### src/rtl/sdtq_pkg.sv
// Package for the sorted deadline timer queue.
// Holds field widths, default sizes, operation and status codes and the slot command type.
// It depends on nothing else.
package sdtq_pkg;

  localparam int DL_W            = 64;
  localparam int TID_W           = 8;
  localparam int OP_W            = 2;
  localparam int STATUS_W        = 3;
  localparam int IN_TDATA_W      = 136;
  localparam int OUT_TDATA_W     = 80;
  localparam int DEF_QUEUE_DEPTH = 16;
  localparam int DEF_ID_BITS     = 8;
  localparam int MAX_RESULTS     = 16;
  localparam int FIRE_CNT_W      = $clog2(MAX_RESULTS);

  localparam logic [OP_W-1:0] OP_ARM    = 2'd0;
  localparam logic [OP_W-1:0] OP_CANCEL = 2'd1;
  localparam logic [OP_W-1:0] OP_PARK   = 2'd2;
  localparam logic [OP_W-1:0] OP_UNUSED = 2'd3;

  localparam logic [STATUS_W-1:0] ST_ARMED     = 3'd0;
  localparam logic [STATUS_W-1:0] ST_READY     = 3'd1;
  localparam logic [STATUS_W-1:0] ST_FULL      = 3'd2;
  localparam logic [STATUS_W-1:0] ST_DUP       = 3'd3;
  localparam logic [STATUS_W-1:0] ST_CANCELLED = 3'd4;
  localparam logic [STATUS_W-1:0] ST_NOTFOUND  = 3'd5;
  localparam logic [STATUS_W-1:0] ST_FIRED     = 3'd6;
  localparam logic [STATUS_W-1:0] ST_NOTHING   = 3'd7;

  typedef enum logic [1:0] {
    SLOT_HOLD   = 2'd0,
    SLOT_INSERT = 2'd1,
    SLOT_REMOVE = 2'd2,
    SLOT_POP    = 2'd3
  } slot_op_t;

  typedef struct packed {
    slot_op_t          op;
    logic [DL_W-1:0]   key_dl;
    logic [TID_W-1:0]  key_id;
  } slot_cmd_t;

endpackage

### src/rtl/sdtq_slot.sv
// One slot of the sorted timer chain: holds a deadline and an id.
// It compares against the broadcast key and moves data to or from its neighbours.
// Depends on sdtq_pkg.
module sdtq_slot #(
  parameter int ID_W = sdtq_pkg::DEF_ID_BITS
) (
  input  logic                      clk,
  input  sdtq_pkg::slot_cmd_t       cmd_i,
  input  logic                      occ_i,
  input  logic                      prev_le_i,
  input  logic                      past_i,
  input  logic [sdtq_pkg::DL_W-1:0] left_dl_i,
  input  logic [ID_W-1:0]           left_id_i,
  input  logic [sdtq_pkg::DL_W-1:0] right_dl_i,
  input  logic [ID_W-1:0]           right_id_i,
  output logic [sdtq_pkg::DL_W-1:0] dl_o,
  output logic [ID_W-1:0]           id_o,
  output logic                      le_o,
  output logic                      hit_o
);

  logic [sdtq_pkg::DL_W-1:0] dl_r;
  logic [sdtq_pkg::DL_W-1:0] dl_nxt;
  logic [ID_W-1:0]           id_r;
  logic [ID_W-1:0]           id_nxt;

  assign le_o  = occ_i && (dl_r <= cmd_i.key_dl);
  assign hit_o = occ_i && (id_r == cmd_i.key_id[ID_W-1:0]);
  assign dl_o  = dl_r;
  assign id_o  = id_r;

  always_comb begin
    dl_nxt = dl_r;
    id_nxt = id_r;
    case (cmd_i.op)
      sdtq_pkg::SLOT_INSERT: begin
        if (!le_o) begin
          if (prev_le_i) begin
            dl_nxt = cmd_i.key_dl;
            id_nxt = cmd_i.key_id[ID_W-1:0];
          end else begin
            dl_nxt = left_dl_i;
            id_nxt = left_id_i;
          end
        end
      end
      sdtq_pkg::SLOT_REMOVE: begin
        if (past_i) begin
          dl_nxt = right_dl_i;
          id_nxt = right_id_i;
        end
      end
      sdtq_pkg::SLOT_POP: begin
        dl_nxt = right_dl_i;
        id_nxt = right_id_i;
      end
      default: begin
      end
    endcase
  end

  always_ff @(posedge clk) begin
    dl_r <= dl_nxt;
    id_r <= id_nxt;
  end

endmodule

### config.mk
export PLATFORM = sky130hd
export DESIGN_NAME = sdtq_slot
export DESIGN_NICKNAME = d
export VERILOG_FILES = /design/src/rtl/sdtq_pkg.sv /design/src/rtl/sdtq_slot.sv
export SDC_FILE = /design/constraint.sdc
export NUM_CORES = 1
export LEC_CHECK = 0
export BUFFER_PORTS_ARGS = -buffer_cell sky130_fd_sc_hd__buf_2
export CAP_MARGIN = 30
export CORE_AREA = 3 3 118 109
export CTS_CLUSTER_SIZE = 16
export DETAILED_ROUTE_END_ITERATION = 8
export DIE_AREA = 0 0 121 112
export PLACE_DENSITY = 0.9
export RECOVER_POWER = 50
export SLEW_MARGIN = 20
export SYNTH_ARGS = -nofsm -noshare
export SYNTH_HDL_FRONTEND = slang
export SYNTH_SLANG_ARGS = --single-unit
### constraint.sdc
create_clock -name clk -period 5.5 [get_ports clk]
set_clock_uncertainty 0.15 [all_clocks]
set_input_delay 1.375 -clock clk [delete_from_list [all_inputs] [get_ports clk]]
set_output_delay 1.375 -clock clk [all_outputs]
set_load 0.05 [all_outputs]
Yosys cells after proc, flatten, opt, wreduce, memory -nomap -nowiden
Cells that the tools add are included.

Latch bits: 0. ROM bits: 0. Output and inout bits: 74. Memories kept: 0. Bits in writable memories: 0. Register bits after elaboration: 72. Word-level logic and storage cells: 21.

$add $sub $neg: 0. Shifts and indexed selects: 0. Order comparisons: 1. Equal/unequal tests: 6. Multiplexer cells: 8. Reductions and logical operators: 4. Div/mod/pow operators: 0. Multiply operators: 0. Bitwise operators: 0.

Operator list (number): two-way mux 64 bit (3); case mux 64 bit (3 select lines) (1); <= comparator 64 bit (1); two-way mux 8 bit (3); case mux 8 bit (3 select lines) (1); == test 8 bit (1); == test 2 bit, second input constant (2); inequality test 2 bit, second input constant (2); AND reduction 3 bit (1); nonzero test 3 bit (1); == test 2 x 1 -> 1 bit, second input constant (1); logical AND 1 bit (2).

Logic depth before layout (Yosys ltp)
Gate-level depths: netlist of the first run.

Depth after elaboration: 4. Mapped depth: 9. Depth with buffers taken out: 9.

Least setup slack after synthesis of the first run
Ideal clock, no wire load.

Kind: input-to-output. From: input port cmd_i[22] in the netlist's numbering. To: output port le_o. Arrival time: 3529 ps. Path buffers: 0. Stages on the path: 9. Path slack: 446 ps. Path through: inv_1 -> ha_1 -> a21oi_2 -> nand2_1 -> a221o_1 -> or3_1 -> a21oi_1 -> o21ai_1 -> a21boi_1.

Cells in the longest elaborated chain, start to end: 2.

RTL lines: start: declaration (RTL line sdtq_slot.sv:8) `input sdtq_pkg::slot_cmd_t cmd_i,`; <= comparator 64 bit (RTL line sdtq_slot.sv:27) `assign le_o = occ_i && (dl_r <= cmd_i.key_dl);`; logical AND 1 bit (RTL line sdtq_slot.sv:27); end: declaration (RTL line sdtq_slot.sv:18) `output logic le_o,`.

Every way passes these cells.

Worst setup path after layout of the first run
From: input port cmd_i[33] in the netlist's numbering. To: output port le_o.

Same word-level chain as after synthesis.

==> impl_metrics.tcl, run 1 <==
set metrics [dict create \
    hold_path_class "primary input to flip-flop" \
    cts_setup_buffers 0 \
    r2r-start "dl_o[14]$_DFFE_PP_" \
    syn_nets 840 \
    drc 0 \
    startpoint_type "primary input" \
    die-area_um2 13600 \
    muxShareOfSynthArea_pct 13.5 \
    drt-total-wl_mm 16.3 \
    nNetsFinal 1126 \
    boundaryPins 296 \
    fin_area_um2 7230 \
    power.leakage_uw 0.00364 \
    gp_congestion 0.834 \
    synth_compound_area_share_pct 12.7 \
    yosys.area_share.simple_pct 10.7 \
    fin_crit_sh_pct 94.5 \
    rsz0062_at_grt "false" \
    syn2layout_area_growth_pct 35.2 \
    dr.pass1.iters 4 \
    grt_pass1_vias 5284 \
    port_buffers 295 \
    cts_buffers 9 \
    ctsResizeCount 0 \
    fmax_ghz 0.192 \
    antennaDiodeCount 0 \
    ant_nets 0 \
    grt_usage_pct 23.6 \
    antenna_found_initial 0 \
    die_w_um 121 \
    grt_max_degree 81 \
    seq_area_frac_synth_pct 40.4 \
    cts_sinks 72 \
    setup-violations-final 0 \
    synth-seq-cells 72 \
    fin_cells 1005 \
    cts.clk_slew.worst_paths_ns 0.06 \
    violations "capacitance limit, slew limit" \
    core.rowCount 38 \
    holdCritStartpoint "right_dl_i[8]" \
    synth_top_family_by_area "adder cells" \
    ctsRootBufferMaster "clkbuf_16" \
    avgSynthCellArea_um2 9.66 \
    max_slew_margin_pct -28.8 \
    fin_setup_tns_ns 0 \
    dpl.hpwl_mm 13.2 \
    clk_path_buf_depth 2 \
    timing_worst_setup_path_type "primary input to primary output" \
    maxSlewViolCount 57 \
    cts_tree "yes" \
    worst_ep_required_time_ns 3.97 \
    worst_pin_slew_ns 1.93 \
    start_util_pct 45.2 \
    grt.overflow.total 0 \
    place_inst 989 \
    vias_per_cell 5.16 \
    drive_above_1_share_pct 28.9 \
    worstSkewPairLatency_ns 0.33 \
    finalHoldViolations 0 \
    chipHeight_um 112 \
    wl_per_cell_um 16.2 \
    syn_inst 554 \
    core_area_um2 11800 \
    crit_path_end_kind "primary output" \
    powerDensity_nw_per_um2 291 \
    maxCapViolCount 1 \
    period_minus_slack_ns 5.20 \
    vias 5184 \
    htreeDepth 3 \
    syn_area_um2 5350 \
    worst-path-max-fanout 2 \
    outcome "finished with violations" \
    cts_hold_buf 0 \
    ys_warn_count 0 \
    ir_worst_vdd_uv 133 \
    post_synth_num_cell_types 35 \
    drt_iter0_drc 282 \
    synth_adder_area_share_pct 15.0 \
    startpoint "cmd_i[33]" \
    dpl_cell_area_um2 6990 \
    grt_pass1_wl_mm 25.3 \
    synth_xor_area_share_pct 1.31 \
    cp.arrival_ns 3.67 \
]
-- worst paths after layout --
check                                     endpoint  slack [ns]  cells after the start
worst min register to register   dl_o[2]$_DFFE_PP_        1.39                      5
worst max-delay path                          le_o        0.30                     11
worst max register to register  dl_o[32]$_DFFE_PP_        2.37                      9
worst min-delay path             dl_o[8]$_DFFE_PP_        1.17                      3
-- logic make-up (layout without fill, tap and decap cells) --
kind of cell / Yosys count / after routing
compound gates: 122 / 122
xor+xnor: 8 / 8
fa+ha+maj: 64 / 64
buf+inv: 88 / 379
flops: 72 / 72
mux: 72 / 72
simple gates: 128 / 128
-- through the flow --
stage	hold slack [ns]	setup slack (ns)	total power (uW)	utilization, %
after floorplan	1.42	0.446	1230	-
after global placement	1.50	0.276	1440	58.8
after detailed placement	1.37	0.270	1470	59.0
after CTS	1.16	0.262	2140	61.9
after global routing	1.17	0.138	2220	61.1
final	1.17	0.305	2110	61.1
-- synth_stat cells, drive strengths merged --
cell type  number  area [um^2]
o21a            1         7.51
a21o            5         37.5
inv            64          240
a21oi          24          124
nand2          86          323
nand4          15         93.8
a211oi          1         12.5
ha             64          801
buf             7         35.0
o211ai          2         15.0
a2111oi         1         8.76
and3            1         6.26
and4            3         26.3
nor4            5         31.3
mux2i          72          721
nor3            2         10.0
a21boi          2         15.0
and2            1         6.26
nor2b           1         6.26
a221o           3         30.0
nand2b          2         12.5
a221oi          2         17.5
o211a           1         10.0
nand3           9         45.0
xnor2           5         43.8
nor2            2         7.51
clkbuf         17         63.8
o21ai          79          395
or3             1         6.26
xor2            3         26.3
a31o            1         8.76
edfxtp         72         2160
-- flip-flops by register name, summed over array words and instances (netlist names) --
| signal | count |
|---|---|
| id_o | 8 |
| dl_o | 64 |
-- metal layers --
metal	track usage (%)	up-vias	share of wire (%)
li1	-	2569	-
met1	26.7	2366	39
met2	43.2	229	51
met3	6.04	20	8.1
met4	7.25	0	1.7
met5	0	-	0
-- critical path: stages --
cell and delay, ns:
buf_2 0.09, inv_1 0.04, ha_1 0.30, a21o_1 0.19, a221o_1 0.33, a221oi_1 0.36
o21ai_1 0.13, a21oi_1 0.16, o21ai_1 0.14, a21boi_1 0.26, buf_2 0.32
-- final cells by class --
type                            instances  area, um^2
Multi-Input combinational cell        394        2860
Clock inverter                          7         110
Sequential cell                        72        2160
Inverter                               64         240
Tap cell                              160         200
Fill cell                            1010        4610
Clock buffer                            9         225
Timing Repair Buffer                  299        1440
-- cell usage in the layout, fill, tap and decap left out, types with 3 or more instances in the layout --
master,synthesis,final
a21oi_1,23,23
mux2i_1,72,72
nand2_1,86,86
xnor2_1,5,5
and4_1,3,3
o21ai_1,3,3
a21o_1,5,5
edfxtp_1,72,72
inv_1,64,64
ha_1,64,64
clkbuf_1,17,72
xor2_1,3,3
o21ai_0,76,76
buf_2,7,221
buf_4,0,4
clkbuf_16,0,9
a221o_1,3,3
bufinv_16,0,3
nand4_1,15,15
nand3_1,9,9
nor4_1,5,5
-- report_power, final --
group          total, uW  switching (uW)  internal (uW)
clock network        666             227            439
logic                700             485            216
registers            742            45.1            697
Power figures use the tool's default switching activity.
==> inputs of run 2 (changes only) <==
--- a/config.mk
+++ b/config.mk
@@ -7,11 +7,12 @@
 export LEC_CHECK = 0
 export BUFFER_PORTS_ARGS = -buffer_cell sky130_fd_sc_hd__buf_2
 export CAP_MARGIN = 30
-export CORE_AREA = 3 3 118 109
+export CORE_AREA = 3 3 119 110
+export CTS_BUF_LIST = sky130_fd_sc_hd__clkbuf_8 sky130_fd_sc_hd__clkbuf_16
 export CTS_CLUSTER_SIZE = 16
 export DETAILED_ROUTE_END_ITERATION = 8
-export DIE_AREA = 0 0 121 112
-export PLACE_DENSITY = 0.9
+export DIE_AREA = 0 0 122 113
+export PLACE_DENSITY = 0.8
 export RECOVER_POWER = 50
 export SLEW_MARGIN = 20
 export SYNTH_ARGS = -nofsm -noshare
==> impl_metrics.tcl, run 2 (synthesis gave the netlist of run 1 again) <==
set metrics [dict create \
    vias 5119 \
    dpl.hpwl_mm 13.2 \
    outcome "finished with violations" \
    drt-total-wl_mm 16.0 \
    cts_tree "yes" \
    cp.arrival_ns 3.55 \
    fmax_ghz 0.197 \
    cts_buffers 9 \
    fin_crit_sh_pct 92.2 \
    wl_per_cell_um 16.0 \
    powerDensity_nw_per_um2 278 \
    nFillCells 1117 \
    clk_path_buf_depth 2 \
    htreeDepth 3 \
    layout_common_cells "221 x buf_2, 86 x nand2_1, 76 x o21ai_0" \
    finalWorstSetupSlack_ns 0.426 \
    drc 0 \
    maxSlewViolCount 78 \
    cts.clk_slew.worst_paths_ns 0.06 \
    antennaDiodeCount 0 \
    start_util_pct 44.8 \
    chipHeight_um 113 \
    max_slew_margin_pct -85.7 \
    fin_setup_tns_ns 0 \
    cts_sinks 72 \
    dr.pass1.iters 4 \
    worst_pin_slew_ns 2.79 \
    ctsRootBufferMaster "clkbuf_16" \
    hold_path_class "primary input to flip-flop" \
    nNetsFinal 1126 \
    fin_area_um2 7190 \
    maxCapViolCount 1 \
    largest_reg_flops 64 \
    setup-violations-final 0 \
    die-area_um2 13800 \
    grt_usage_pct 22.8 \
    gp_congestion 0.834 \
    antenna_found_initial 0 \
    grt_pass1_vias 5145 \
    core.rowCount 38 \
    syn2layout_area_growth_pct 34.4 \
    worst-path-max-fanout 3 \
    grt.overflow.total 0 \
    worst_ep_required_time_ns 3.97 \
    place_inst 989 \
    power.leakage_uw 0.00363 \
    dp_slack_ns 0.474 \
    vias_per_cell 5.09 \
    dpl_cell_area_um2 7000 \
    final_common_cell "buf_2" \
    startpoint_type "primary input" \
    port_buffers 295 \
    die_w_um 122 \
    ant_nets 0 \
    crit_path_end_kind "primary output" \
    timing_worst_setup_path_type "primary input to primary output" \
    cts_setup_buffers 0 \
    boundaryPins 296 \
    worstSkewPairLatency_ns 0.33 \
    grt_pass1_wl_mm 24.6 \
    drt_iter0_drc 271 \
    finalHoldViolations 0 \
    grt_max_degree 78 \
    rsz0062_at_grt "false" \
    ir_worst_vdd_uv 159 \
    violations "capacitance limit, slew limit" \
    core_area_um2 11900 \
    drive_above_1_share_pct 28.6 \
    period_minus_slack_ns 5.07 \
    ctsResizeCount 0 \
    fin_cells 1005 \
    cts_hold_buf 0 \
]
==> run 2: cell count changes in the layout (fill, tap and decap cells not counted), moves of 2 or more <==
cell       previous run  this run
clkinv_1              2         0
clkinv_2              1         3
bufinv_16             3         1
inv_1                64        67
==> run 2: final timing paths <==
path | startpoint | to | slack (ns) | cells past startpoint
setup / recovery | cmd_i[15] | le_o | 0.43 | 11
hold / removal | right_dl_i[7] | dl_o[7]$_DFFE_PP_ | 1.17 | 3
setup reg to reg | dl_o[7]$_DFFE_PP_ | id_o[3]$_DFFE_PP_ | 2.31 | 9
hold reg to reg | dl_o[63]$_DFFE_PP_ | dl_o[30]$_DFFE_PP_ | 1.38 | 5
==> run 2: final cells by class <==
cell class	count	area (um^2)	area share, %
clock inverter	7	56.3	0.783
sequential	72	2160	30.1
inverter	64	240	3.34
timing repair buffer	299	1450	20.2
multi-input combinational	394	2860	39.7
tap	160	200	2.78
clock buffer	9	225	3.13
==> run 2: power breakdown <==
part	switching, uW	leakage (uW)	internal (uW)
logic	482	0.00275	214
clock network	217	0.000153	344
registers	44.8	0.000735	697
total	744	0.00363	1250
==> run 2: per-stage QoR <==
step	hold WS, ns	utilization [%]	total power, uW
floorplan	1.42	-	1230
global placement	1.37	58.5	1450
detailed placement	1.37	58.7	1470
CTS	1.16	61.0	2030
global route	1.18	60.3	2110
finish	1.17	60.3	2000
==> run 2: worst max-delay path, cell delays in order <==
cell and delay [ns]:
buf_2 0.08, inv_1 0.04, ha_1 0.32, a21oi_1 0.18
o21ai_1 0.11, a221o_1 0.32, or3_1 0.41, a21oi_1 0.16
o21ai_1 0.12, a21boi_1 0.13, buf_2 0.29
==> run 2: per-layer routing <==
layer,wire (um),track usage [%],up-vias
met4,347,6.80,0
li1,-,-,2572
met1,6180,26.0,2306
met5,0,0,-
met2,8140,41.5,213
met3,1370,6.05,28
==> inputs of run 3 (changes only) <==
--- a/config.mk
+++ b/config.mk
@@ -13,7 +13,7 @@
 export DETAILED_ROUTE_END_ITERATION = 8
 export DIE_AREA = 0 0 122 113
 export PLACE_DENSITY = 0.8
-export RECOVER_POWER = 50
+export RECOVER_POWER = 100
 export SLEW_MARGIN = 20
 export SYNTH_ARGS = -nofsm -noshare
 export SYNTH_HDL_FRONTEND = slang
==> impl_metrics.tcl, run 3 (synthesis gave the netlist of run 1 again) <==
set metrics [dict create \
    outcome "finished with violations" \
    violations "capacitance limit, slew limit" \
    syn2layout_area_growth_pct 34.4 \
    setup-violations-final 0 \
    chipHeight_um 113 \
    grt_pass1_vias 5145 \
    grt_max_degree 78 \
    grt_usage_pct 22.8 \
    cts_setup_buffers 0 \
    cp.arrival_ns 3.57 \
    period_minus_slack_ns 5.10 \
    maxSlewViolCount 78 \
    maxCapViolCount 1 \
    drive_above_1_share_pct 28.5 \
    powerDensity_nw_per_um2 278 \
    pwr-share-clk_pct 28.1 \
    rsz0062_at_grt "false" \
    drt-total-wl_mm 16.0 \
    ant_nets 0 \
    r2r-start "dl_o[7]$_DFFE_PP_" \
    cts_buffers 9 \
    holdCritStartpoint "right_dl_i[7]" \
    worstSkewPairLatency_ns 0.33 \
    fin_cells 1005 \
    worst_ep_required_time_ns 3.97 \
    core_area_um2 11900 \
    combinationalPowerShare_pct 34.8 \
    hold_path_class "primary input to flip-flop" \
    startpoint_type "primary input" \
    drc 0 \
    vias_per_cell 5.09 \
    crit_path_end_kind "primary output" \
    power_frac_seq_pct 37.1 \
    drt_iter0_drc 271 \
    start_util_pct 44.8 \
    port_buffers 295 \
    layout_common_cells "219 x buf_2, 86 x nand2_1, 76 x o21ai_0" \
    antenna_found_initial 0 \
    ir_worst_vdd_uv 159 \
    cts_tree "yes" \
    final_common_cell "buf_2" \
    ctsResizeCount 0 \
    p_total_uw 2000 \
    fin_setup_tns_ns 0 \
    fin_area_um2 7190 \
    boundaryPins 296 \
    timing_worst_setup_path_type "primary input to primary output" \
    worst_pin_slew_ns 2.79 \
    htreeDepth 3 \
    p_switching_uw 744 \
    ctsRootBufferMaster "clkbuf_16" \
    startpoint "cmd_i[15]" \
    cts.clk_slew.worst_paths_ns 0.06 \
    worst-path-max-fanout 3 \
    p_int_uw 1250 \
    fin_crit_sh_pct 92.7 \
    wl_per_cell_um 16.0 \
    power.leakage_uw 0.00363 \
    clk_path_buf_depth 2 \
    timing.hold.ws_ns 1.17 \
    largest_reg_flops 64 \
    place_inst 989 \
    core.rowCount 38 \
    gp_congestion 0.834 \
    die_w_um 122 \
    dpl_cell_area_um2 7000 \
    dr.pass1.iters 4 \
    cts_sinks 72 \
    sw_frac_of_total_pct 37.2 \
    grt_pass1_wl_mm 24.6 \
    nNetsFinal 1126 \
    cts_hold_buf 0 \
    finalHoldViolations 0 \
    grt.overflow.total 0 \
    fmax_ghz 0.196 \
    dpl.hpwl_mm 13.2 \
    max_slew_margin_pct -85.7 \
    vias 5120 \
    die-area_um2 13800 \
    antennaDiodeCount 0 \
]
-- run 3: power groups by stage --
stage | combinational [uW] | sequential (uW) | clock (uW)
after CTS | 718 | 739 | 574
after global routing | 761 | 751 | 595
after global placement | 702 | 747 | 0
after detailed placement | 716 | 749 | 0
final | 696 | 742 | 560
after floorplan | 242 | 984 | 0
-- run 3: path summary, 6_finish.rpt --
kind	end	slack, ns	depth (start not counted)
min reg2reg	dl_o[30]$_DFFE_PP_	1.38	5
min	dl_o[7]$_DFFE_PP_	1.17	3
max	le_o	0.40	11
max reg2reg	id_o[3]$_DFFE_PP_	2.31	9
-- run 3: stage by stage --
| stage | setup WS (ns) | utilization, % |
|---|---|---|
| 6_report | 0.401 | 60.2 |
| 5_1_grt | 0.285 | 60.2 |
| 4_1_cts | 0.475 | 61.0 |
| 3_5_place_dp | 0.474 | 58.7 |
| 3_3_place_gp | 0.526 | 58.5 |
| 2_1_floorplan | 0.446 | - |
-- run 3: layout make-up --
type	instances	area [um^2]
fill	1117	4740
multi-input combinational	394	2860
sequential	72	2160
timing repair buffer	299	1450
inverter	64	240
clock buffer	9	225
tap	160	200
clock inverter	7	56.3
-- run 3: metal layers --
layer	vias up	wire length (um)	GRT usage, %
met3	28	1370	6.05
met4	0	347	6.80
li1	2572	-	-
met5	-	0	0
met2	213	8140	41.5
met1	2307	6180	26.0
-- run 3: worst max-delay path, cell delays in order --
cell	delay (ns)
buf_2	0.08
inv_1	0.04
ha_1	0.32
a21oi_1	0.18
o21ai_1	0.11
a221o_1	0.32
or3_1	0.41
a21oi_1	0.16
o21ai_1	0.12
a21boi_1	0.14
clkbuf_2	0.30
